$ cat src/rtl/rlma_pkg.sv
// shared constants and types of the run-length matrix accumulator
package rlma_pkg;

    localparam int LEVELS_DEF   = 16;
    localparam int RUN_BINS_DEF = 8;
    localparam int MAX_RUN_DEF  = 63;

    localparam int ACTION_W = 2;
    localparam int LEVEL_W  = 4;
    localparam int INDEX_W  = 6;
    localparam int BIN_W    = 3;
    localparam int COUNT_W  = 16;

    localparam logic [COUNT_W-1:0] COUNT_MAX = {COUNT_W{1'b1}};

    typedef enum logic [ACTION_W-1:0] {
        ACT_SAMPLE = 2'd0,
        ACT_MAP_WR = 2'd1,
        ACT_CLEAR  = 2'd2,
        ACT_READ   = 2'd3
    } action_t;

endpackage

$ cat src/rtl/run_length_matrix_accumulator_unit.sv
// run-length matrix accumulator: top level with run tracking and counter update sequencer
//
// Accumulates a gray-level run-length matrix of RUN_BINS x LEVELS 16-bit
// counters from a stream of sample words, each carrying a quantized level and
// a last-in-line mark. Every accepted word gives exactly one result word. The
// run bin of a closed run comes from a loadable map memory (MAX_RUN+1 entries,
// content undefined until written), and the counters live in a second memory
// whose entries carry one valid flop each, so a clear resets them all at once
// and needs no sweep after reset. A new word is accepted only once the previous
// one has loaded its result word. Each closed run is done as the chain map
// read, counter read, counter write through the two memories with registered
// read data; a last-in-line sample that changes level closes two runs, handled
// one after the other. A stalled result port holds the result back. Each run
// close finishes its write before the next read starts, so no forwarding path
// is needed.
module run_length_matrix_accumulator_unit #(
    parameter int LEVELS   = rlma_pkg::LEVELS_DEF,
    parameter int RUN_BINS = rlma_pkg::RUN_BINS_DEF,
    parameter int MAX_RUN  = rlma_pkg::MAX_RUN_DEF
) (
    input  logic                           aclk,
    input  logic                           aresetn,
    // input words
    input  logic                           s_valid,
    output logic                           s_ready,
    input  logic [rlma_pkg::ACTION_W-1:0]  s_action,
    input  logic [rlma_pkg::LEVEL_W-1:0]   s_level,
    input  logic                           s_last_in_line,
    input  logic [rlma_pkg::INDEX_W-1:0]   s_map_index,
    input  logic [rlma_pkg::BIN_W-1:0]     s_run_bin,
    // result words
    output logic                           m_valid,
    input  logic                           m_ready,
    output logic [rlma_pkg::COUNT_W-1:0]   m_count,
    output logic                           m_saturated
);

    import rlma_pkg::*;

    localparam int CNT_DEPTH = RUN_BINS * LEVELS;
    localparam int CNT_AW    = $clog2(CNT_DEPTH);
    localparam int MAP_DEPTH = MAX_RUN + 1;
    localparam int RL_W      = $clog2(MAP_DEPTH);

    typedef enum logic [2:0] {
        ST_IDLE,
        ST_MAP_RD,
        ST_CNT_RD,
        ST_CNT_WR,
        ST_RD_DATA,
        ST_FINISH
    } state_t;

    state_t state_reg;

    // run in progress
    logic [LEVEL_W-1:0] prev_level_reg;
    logic [RL_W-1:0]    run_len_reg;
    logic               run_open_reg;

    // pending run closes: job 0 runs first, job 1 follows when two_jobs is set
    logic [RL_W-1:0]    job0_len_reg, job1_len_reg;
    logic [LEVEL_W-1:0] job0_lvl_reg, job1_lvl_reg;
    logic               two_jobs_reg;

    logic [CNT_AW-1:0]  wr_addr_reg;
    logic               rd_oob_reg;
    logic [COUNT_W-1:0] res_count_reg;
    logic               res_sat_reg;

    logic               m_valid_reg;
    logic [COUNT_W-1:0] m_count_reg;
    logic               m_sat_reg;

    // counter valid bits, cleared together; vld_q_reg lines up with ram read data
    logic [CNT_DEPTH-1:0] cnt_vld_reg;
    logic                 vld_q_reg;

    logic               accept;
    action_t            act;

    // sample decode
    logic [LEVEL_W-1:0] lvl_c;
    logic               open_same;
    logic               close_old;
    logic [RL_W-1:0]    new_len;

    // memory ports
    logic               map_we;
    logic [RL_W-1:0]    map_waddr;
    logic [BIN_W-1:0]   map_rdata;
    logic [BIN_W-1:0]   bin_c;
    logic [CNT_AW-1:0]  rd_addr_direct;
    logic [CNT_AW-1:0]  job_cnt_addr;
    logic [CNT_AW-1:0]  cnt_raddr;
    logic [COUNT_W-1:0] cnt_rdata;
    logic [COUNT_W-1:0] cnt_cur;
    logic               cnt_we;
    logic [COUNT_W-1:0] cnt_wdata;
    logic               out_free;

    assign s_ready = (state_reg == ST_IDLE);
    assign accept  = s_valid && s_ready;
    assign act     = action_t'(s_action);

    // levels past the top collapse onto the last column
    assign lvl_c = (32'(s_level) >= LEVELS) ? LEVEL_W'(LEVELS - 1) : s_level;

    assign open_same = run_open_reg && (lvl_c == prev_level_reg);
    assign close_old = run_open_reg && !open_same;
    always_comb begin
        if (!open_same) begin
            new_len = RL_W'(1);
        end else if (32'(run_len_reg) < MAX_RUN) begin
            new_len = run_len_reg + RL_W'(1);
        end else begin
            new_len = run_len_reg;
        end
    end

    // map writes beyond the longest run length are dropped
    assign map_we    = accept && (act == ACT_MAP_WR) && (32'(s_map_index) <= MAX_RUN);
    assign map_waddr = RL_W'(s_map_index);

    rlma_ram #(
        .WIDTH (BIN_W),
        .DEPTH (MAP_DEPTH)
    ) u_map_ram (
        .aclk  (aclk),
        .we    (map_we),
        .waddr (map_waddr),
        .wdata (s_run_bin),
        .raddr (job0_len_reg),
        .rdata (map_rdata)
    );

    // bins past the top collapse onto the last row
    assign bin_c = (32'(map_rdata) >= RUN_BINS) ? BIN_W'(RUN_BINS - 1) : map_rdata;
    assign job_cnt_addr   = CNT_AW'(32'(bin_c) * LEVELS + 32'(job0_lvl_reg));
    assign rd_addr_direct = CNT_AW'(32'(s_run_bin) * LEVELS + 32'(s_level));
    assign cnt_raddr      = (state_reg == ST_IDLE) ? rd_addr_direct : job_cnt_addr;

    // never-written counters read as zero
    assign cnt_cur   = vld_q_reg ? cnt_rdata : '0;
    assign cnt_we    = (state_reg == ST_CNT_WR) && (cnt_cur != COUNT_MAX);
    assign cnt_wdata = cnt_cur + COUNT_W'(1);

    rlma_ram #(
        .WIDTH (COUNT_W),
        .DEPTH (CNT_DEPTH)
    ) u_cnt_ram (
        .aclk  (aclk),
        .we    (cnt_we),
        .waddr (wr_addr_reg),
        .wdata (cnt_wdata),
        .raddr (cnt_raddr),
        .rdata (cnt_rdata)
    );

    assign out_free = !m_valid_reg || m_ready;

    always_ff @(posedge aclk) begin
        if (!aresetn) begin
            state_reg      <= ST_IDLE;
            prev_level_reg <= '0;
            run_len_reg    <= '0;
            run_open_reg   <= 1'b0;
            two_jobs_reg   <= 1'b0;
            cnt_vld_reg    <= '0;
            m_valid_reg    <= 1'b0;
        end else begin
            vld_q_reg <= cnt_vld_reg[cnt_raddr];
            // a taken result frees the output register unless a new one loads now
            if (m_valid_reg && m_ready && (state_reg != ST_FINISH)) begin
                m_valid_reg <= 1'b0;
            end
            unique case (state_reg)
                ST_IDLE: begin
                    if (accept) begin
                        res_count_reg <= '0;
                        res_sat_reg   <= 1'b0;
                        unique case (act)
                            ACT_SAMPLE: begin
                                prev_level_reg <= lvl_c;
                                if (s_last_in_line) begin
                                    run_open_reg <= 1'b0;
                                    run_len_reg  <= '0;
                                end else begin
                                    run_open_reg <= 1'b1;
                                    run_len_reg  <= new_len;
                                end
                                // old run first, then the run the last sample ends
                                if (close_old) begin
                                    job0_len_reg <= run_len_reg;
                                    job0_lvl_reg <= prev_level_reg;
                                    job1_len_reg <= new_len;
                                    job1_lvl_reg <= lvl_c;
                                    two_jobs_reg <= s_last_in_line;
                                end else begin
                                    job0_len_reg <= new_len;
                                    job0_lvl_reg <= lvl_c;
                                    two_jobs_reg <= 1'b0;
                                end
                                state_reg <= (close_old || s_last_in_line) ? ST_MAP_RD
                                                                           : ST_FINISH;
                            end
                            ACT_MAP_WR: begin
                                state_reg <= ST_FINISH;
                            end
                            ACT_CLEAR: begin
                                cnt_vld_reg <= '0;
                                state_reg   <= ST_FINISH;
                            end
                            ACT_READ: begin
                                rd_oob_reg <= (32'(s_run_bin) >= RUN_BINS) ||
                                              (32'(s_level) >= LEVELS);
                                state_reg  <= ST_RD_DATA;
                            end
                            default: begin
                                state_reg <= ST_FINISH;
                            end
                        endcase
                    end
                end
                ST_MAP_RD: begin
                    state_reg <= ST_CNT_RD;
                end
                ST_CNT_RD: begin
                    wr_addr_reg <= job_cnt_addr;
                    state_reg   <= ST_CNT_WR;
                end
                ST_CNT_WR: begin
                    if (cnt_cur == COUNT_MAX) begin
                        res_sat_reg <= 1'b1;
                    end else begin
                        cnt_vld_reg[wr_addr_reg] <= 1'b1;
                    end
                    if (two_jobs_reg) begin
                        job0_len_reg <= job1_len_reg;
                        job0_lvl_reg <= job1_lvl_reg;
                        two_jobs_reg <= 1'b0;
                        state_reg    <= ST_MAP_RD;
                    end else begin
                        state_reg <= ST_FINISH;
                    end
                end
                ST_RD_DATA: begin
                    res_count_reg <= rd_oob_reg ? '0 : cnt_cur;
                    state_reg     <= ST_FINISH;
                end
                ST_FINISH: begin
                    // wait for the result register to free up
                    if (out_free) begin
                        m_valid_reg <= 1'b1;
                        m_count_reg <= res_count_reg;
                        m_sat_reg   <= res_sat_reg;
                        state_reg   <= ST_IDLE;
                    end
                end
                default: begin
                    state_reg <= ST_IDLE;
                end
            endcase
        end
    end

    assign m_valid     = m_valid_reg;
    assign m_count     = m_count_reg;
    assign m_saturated = m_sat_reg;

    // a run length is held exactly while a run is open
    a_run_len_open: assert property (@(posedge aclk) disable iff (!aresetn)
        run_open_reg == (run_len_reg != '0))
        else $error("run length and open flag disagree");

    // a counter read goes straight to its data cycle
    a_read_seq: assert property (@(posedge aclk) disable iff (!aresetn)
        (accept && (act == ACT_READ)) |=> (state_reg == ST_RD_DATA))
        else $error("counter read did not reach its data cycle");

    // counter writes only come from the update cycle of a closed run
    a_write_state: assert property (@(posedge aclk) disable iff (!aresetn)
        cnt_we |-> ($past(state_reg) == ST_CNT_RD))
        else $error("counter write outside a run close");

    // a finished result never overwrites one still waiting
    a_no_overwrite: assert property (@(posedge aclk) disable iff (!aresetn)
        (m_valid_reg && !m_ready) |=> (m_valid_reg && $stable(m_count_reg)))
        else $error("pending result overwritten");

endmodule

$ cat src/rtl/rlma_ram.sv
// generic single-port-write, single-port-read ram with registered read data
module rlma_ram #(
    parameter int WIDTH = 16,
    parameter int DEPTH = 128
) (
    input  logic                     aclk,
    input  logic                     we,
    input  logic [$clog2(DEPTH)-1:0] waddr,
    input  logic [WIDTH-1:0]         wdata,
    input  logic [$clog2(DEPTH)-1:0] raddr,
    output logic [WIDTH-1:0]         rdata
);

    logic [WIDTH-1:0] mem_reg [DEPTH];
    logic [WIDTH-1:0] rdata_reg;

    always_ff @(posedge aclk) begin
        if (we) begin
            mem_reg[waddr] <= wdata;
        end
        rdata_reg <= mem_reg[raddr];
    end

    assign rdata = rdata_reg;

endmodule

$ cat config.mk
export PLATFORM = sky130hd
export DESIGN_NAME = run_length_matrix_accumulator_unit
export DESIGN_NICKNAME = d
export VERILOG_FILES = /design/src/rtl/rlma_pkg.sv /design/src/rtl/run_length_matrix_accumulator_unit.sv /design/src/rtl/rlma_ram.sv
export SDC_FILE = /design/constraint.sdc
export NUM_CORES = 2
export LEC_CHECK = 0
export ABC_AREA = 1
export BUFFER_PORTS_ARGS = -buffer_cell sky130_fd_sc_hd__buf_2
export CAP_MARGIN = 20
export CORE_MARGIN = 2
export CORE_UTILIZATION = 47
export DETAILED_ROUTE_END_ITERATION = 10
export PLACE_DENSITY_LB_ADDON = 0.05
export SLEW_MARGIN = 0
export SYNTH_ARGS = -nofsm -noshare
export SYNTH_HDL_FRONTEND = slang
export SYNTH_SLANG_ARGS = --single-unit
$ cat constraint.sdc
create_clock -name aclk -period 8.46 [get_ports aclk]
set_input_delay 0 -clock aclk [delete_from_list [all_inputs] [get_ports aclk]]
set_output_delay 0 -clock aclk [all_outputs]
set_load 0.01 [all_outputs]
After elaboration in Yosys (flattened, before gate mapping) --
Memory sizes are Yosys's and may differ from the RTL's. A register that Yosys moved wholly into a read port is not among the register bits. Index checks and enable logic that the tools add are counted.
Cells by class: reduce and logical (&&, ||, !) cells 27, mux-type cells 46, bitwise gates (word level) 1, magnitude comparators 4, $add $sub $neg 4, equality and inequality tests 19
Operator list (number):
- $mux W128 | 3
- $pmux W128 S2 | 1
- $or A128 B128 Y128 | 1
- $mux W6 | 7
- $mux W16 | 2
- $pmux W16 S2 | 1
- $pmux W3 S6 | 1
- $add A16 B1 Y16 const B | 1
- $eq A16 B16 Y1 const B | 1
- $lt A7 B8 Y1 const B | 2
- $mux W4 | 4
- $ne A16 B16 Y1 const B | 1
- $mux W1 | 15
- $add A7 B4 Y7 | 2
- $mux W3 | 4
- $pmux W6 S2 | 1
- $reduce_and A3 Y1 | 4
- $reduce_and A5 Y1 | 2
- $pmux W3 S3 | 1
- $logic_and A1 B1 Y1 | 8
- $ne A2 B1 Y1 const B | 4
- $pmux W4 S2 | 1
- $reduce_and A4 Y1 | 2
- $bmux W1 S7 | 1
- other kinds (21) | 31
Storage, ports and cells: logic and storage cells 120, memories 2, bits in writable memories 2240, register bits after elaboration 206, output and inout port bits 19, input bits 20
Memories:
- u_cnt_ram.mem_reg | depth 128, width 16, read ports 1, clocked after memory_dff 1, wr ports 1, line rlma_ram.sv:14 | logic [WIDTH-1:0] mem_reg [DEPTH];
- u_map_ram.mem_reg | depth 64, width 3, read ports 1, clocked after memory_dff 1, wr ports 1, line rlma_ram.sv:14

Longest topological paths before layout --
depth in word-level cells 9, gate-level depth with buffers 18, mapped depth without buffers 14

By module --
Synthesis repeated with hierarchy kept, for this count alone.
Unflattened totals: cells, all modules 8751, area, all modules 101060.7 um^2
By module, submodules not included:
- rlma_ram (u_cnt_ram) | seq. area each 61819.3 um^2, times used 1, cells an instance 6793, area an instance 82828.2 um^2
- run_length_matrix_accumulator_unit | seq. area each 4744.6 um^2, times used 1, cells an instance 1224, area an instance 10037.1 um^2
- rlma_ram (u_map_ram) | seq. area each 5825.6 um^2, times used 1, cells an instance 734, area an instance 8195.4 um^2

Least setup slack after synthesis --
OpenSTA, ideal clock, no wires.
kind register to register, start reg vld_q_reg, end mem u_cnt_ram.mem_reg[0][11] (data pin), required time 7.533 ns, arrival time 6.615 ns, slack 0.918 ns, cell stages (with the launch flop) 10, library setup time 0.927 ns, period minus slack after synthesis 7.542 ns, path buffers 2, cells stage by stage edfxtp_1 -> buf_4 -> buf_4 -> nand2_1 -> nor3_1 -> nand3_1 -> nor3_2 -> nand3_1 -> nor3_1 -> xnor2_1
On the way: longest elaborated chain between the ends 2
Ends and longest elaborated chain:
- start, declared | line run_length_matrix_accumulator_unit.sv:77 | logic vld_q_reg;
- start signal, assigned | line run_length_matrix_accumulator_unit.sv:172 | vld_q_reg <= cnt_vld_reg[cnt_raddr];
- $mux W16 | line run_length_matrix_accumulator_unit.sv:144 | assign cnt_cur = vld_q_reg ? cnt_rdata : '0;
- $add A16 B1 Y16 | line run_length_matrix_accumulator_unit.sv:146 | assign cnt_wdata = cnt_cur + COUNT_W'(1);
- via cnt_wdata[11] | line run_length_matrix_accumulator_unit.sv:99 | logic [COUNT_W-1:0] cnt_wdata;
- end, declared | line rlma_ram.sv:14
The timed path passes the listed nets, and every way through them passes these cells.

Worst setup path in the final report --
start reg state_reg[2], end reg u_cnt_ram.rdata_reg[1], in the netlist u_cnt_ram.rdata[1], read port of u_cnt_ram.mem_reg
On the way: longest elaborated chain between the ends 2
Ends and longest elaborated chain:
- start, declared | line run_length_matrix_accumulator_unit.sv:54 | state_t state_reg;
- start signal, assigned | line run_length_matrix_accumulator_unit.sv:204 | state_reg <= (close_old || s_last_in_line) ? ST_MAP_RD
- $logic_not A3 Y1 | line run_length_matrix_accumulator_unit.sv:141 | assign cnt_raddr = (state_reg == ST_IDLE) ? rd_addr_direct : job_cnt_addr;
- $mux W7 | line run_length_matrix_accumulator_unit.sv:141
- end, declared | line rlma_ram.sv:15 | logic [WIDTH-1:0] rdata_reg;
No other way between the ends. A chain may end at the register's enable or synchronous reset.

==> summary.txt <==
Status
  • Outcome: finished clean

Floorplan
  • Num rows: 169
  • Overall die area: 217000 um2
  • Die Ht: 466 um
  • Die Width: 466 um
  • Core area: 212000 um2
  • Num ports: 39
  • Initial Util: 47.3%

Power and ir drop
  • Worst-case vdd ir drop: 367 uV
  • Total leakage power: 38.4 nW
  • P per Cell Area: 391 nW/um2

Yosys
  • Number of register bits inferred by synthesis: 2465
  • Fraction of post-synthesis cell area in the top cell type by area: 69.0%
  • Count of mapped cells out of synthesis: 8664
  • Mean instance size in the synthesized netlist: 11.6 um2
  • Cell types with the largest area share after synthesis: edfxtp_1 (69%), nand3_1 (12%), nand2_1 (8.0%), dfxtp_1 (3.3%), buf_2 (1.7%)
  • Yosys top cell by area: edfxtp_1
  • Area of the mapped netlist: 100000 um2
  • Yosys Warn Count: 0
  • Sequential fraction of the synthesis area: 72.3%
  • Net count after synthesis: 8686
  • Number of distinct library cell variants in the gate-level netlist after synthesis: 33

Timing
  • Final-layout setup total negative slack: 0 ns
  • Highest achievable clock rate: 0.188 GHz
  • Count of pins over their slew limit: 0
  • Minimum setup slack in the final design: 3.14 ns
  • Crit share post-route: 62.9%
  • Normalized max-slew margin: 19.7%
  • Number of hold violations in the final report: 0
  • Final critical-path required period: 5.32 ns
  • Unrepaired setup endpoints after global routing: no
  • Worst Clk Skew: 0.0347 ns
  • Final-layout worst hold slack: 0.0664 ns
  • Number of failing setup endpoints in the final timing report: 0
  • Worst slew pin tran: 1.20 ns

Critical path
  • CP Buf/Inv Count: 3
  • Register-to-Register Setup Slack: 3.14 ns
  • Element type at the critical path start: flip-flop
  • Critical path capture point type: flip-flop
  • Critical path data arrival time: 6.15 ns
  • Critical register-to-register path endpoint: u_cnt_ram.rdata[1]
  • Type of the worst setup path: reg -> reg
  • R2r startpoint: state_reg[2]
  • Critical path cell sequence: inv_2 -> nand2_2 -> nand2_1 -> buf_4 -> nand2_4 -> buf_12 -> nand2_1 -> nand3_1 -> nand3_1 -> nand3_1 -> nand3_1 -> nand3_1 -> nand3_1 -> nand2_1
  • Worst reg-to-reg path cell count: 14
  • CP Max Fanout: 166
  • Top cell by count, worst path: nand3_1
  • Required time of the critical path: 9.29 ns
  • Cell at the slowest stage of the critical path: nand2_1
  • Top Family by Delay on Critical Path: simple AND/OR/NAND/NOR gates
  • Longest individual stage delay on the worst path: 0.79 ns

Drt
  • Total wire length after detailed routing: 297 mm
  • DR iter-0 viols: 6997
  • Count of antenna-violating nets left after detailed routing: 0
  • Via density per instance: 5.76
  • Via count: 67400
  • Pre-Repair DR Iteration Count: 8
  • Detailed-route wire length per cell: 25.4 um
  • DRC errors left: 0

Run
  • Number of maximum-capacitance constraint violations: 0

Clocking
  • CTS Buf Count: 285
  • TritonCTS sink count: 2465
  • Clock tree buffer depth: 4
  • Worst-skew pair later-pin latency: 0.93 ns
  • CTS tree: done
  • Count of H-tree levels built during CTS: 5
  • Clk slew on worst S/H paths: 0.06 ns
  • Post-cts resize count: 0
  • Root buffer cell: clkbuf_16

Layout
  • Most frequent cells in the layout: nand3_1 (2438), edfxtp_1 (2302), nand2_1 (2136)
  • Leading cell type in the layout, fill and taps excluded: nand3_1
  • Area Overhead vs Synth: 13.3%
  • Largest register FFs: 2048
  • Final standard cell area without fillers: 113000 um2
  • Utilization of the core after routing: 53.5%
  • Layout cells sized above 1: 9.63%
  • Final net count: 8706

Global routing
  • Wire length of the first global-routing pass: 435 mm
  • Antenna violations before repair: 3
  • Via count of the first global-routing pass: 63800
  • Largest net degree at the start of global routing: 167
  • Overall Global Routing Usage: 27.0%
  • Total overflow reported by the global router: 0

Worst hold path
  • Worst-case hold path end point: prev_level_reg[3]
  • Source of the worst hold timing path: s_level[3]
  • Cell count of the worst hold path: 4
  • Hold/Removal Path Class: in -> reg

Placed design
  • Number of I/O port buffers: 38
  • DP Wirelength: 163 mm
  • Post-placement cell area: 104000 um2
  • Pre-CTS setup slack: 3.36 ns
  • Placer's final routability congestion estimate: 0.842
-- worst max-delay path by stage --
stage	cells past startpoint	to	slack, ns	startpoint
finish	14	u_cnt_ram.rdata[1]	3.14	state_reg[2]
global route	13	u_cnt_ram.rdata[4]	2.93	state_reg[0]
CTS	13	u_cnt_ram.rdata[4]	3.31	state_reg[2]
detailed placement	13	u_cnt_ram.rdata[7]	3.36	state_reg[2]
global placement	13	u_cnt_ram.rdata[4]	3.37	state_reg[2]
floorplan	9	u_cnt_ram.mem_reg[0][11]	0.92	vld_q_reg
-- tightest hold or removal path, stage by stage --
cell           delay, ns
dlygate4sd3_1       0.57
buf_2               0.16
inv_1               0.12
a21oi_1             0.08
-- cell families (layout without fill, tap and decap cells) --
group | after synthesis | after routing | share of synthesized area [%]
buffers and inverters | 823 | 1037 | 3.58
other | 0 | 3 | 0
adder cells (fa/ha/maj) | 2 | 2 | 0.0250
XOR/XNOR | 16 | 16 | 0.140
AND/OR/NAND/NOR | 4987 | 4987 | 22.0
AO/OA/AOI/OAI | 371 | 371 | 2.00
flip-flops | 2465 | 2465 | 72.3
-- through the flow --
step	power, mW	std cells
6_report	44.4	11700
3_3_place_gp	32.8	11200
2_1_floorplan	26.1	8664
5_1_grt	46.3	11700
4_1_cts	44.5	11700
3_5_place_dp	32.9	11200
-- per-layer routing --
layer	routed length [um]	up-vias	GRT usage [%]
met5	13	-	0
met4	9360	2	9.05
met3	21600	462	4.79
met2	139000	2486	42.5
met1	127000	33500	38.1
li1	-	30900	-
-- report_power, final --
group | internal, mW | switching, mW | total, mW
combinational | 4.03 | 13.7 | 17.7
sequential | 15.0 | 0.105 | 15.2
clock | 6.79 | 4.73 | 11.5
-- synthesized netlist by cell type (all sizes together) --
cell type	instances
a211oi	1
a21oi	155
a31oi	4
buf	398
clkbuf	195
clkinv	4
dfxtp	163
edfxtp	2302
ha	2
inv	226
nand2	2143
nand3	2439
nand4	3
nor2	251
nor3	145
nor4	2
o211ai	11
o21ai	143
o221ai	8
o22ai	49
or2	4
xnor2	7
xor2	9
-- area by class of cell --
cell class | instances | area [um2]
clock buffers | 352 | 7560
fillers | 18200 | 98400
flip-flops and latches | 2465 | 72400
repair buffers | 326 | 2800
well taps | 2821 | 3530
diodes | 3 | 7.51
multi-input cells | 5376 | 25300
inverters | 230 | 877
clock inverters | 129 | 1030
-- what timing repair did --
item                      in CTS  in global routing
hold buffers                  32                  0
hold endpoints to repair     503                  0
buffers inserted               0                  0
(Power assumes the default switching activity.)
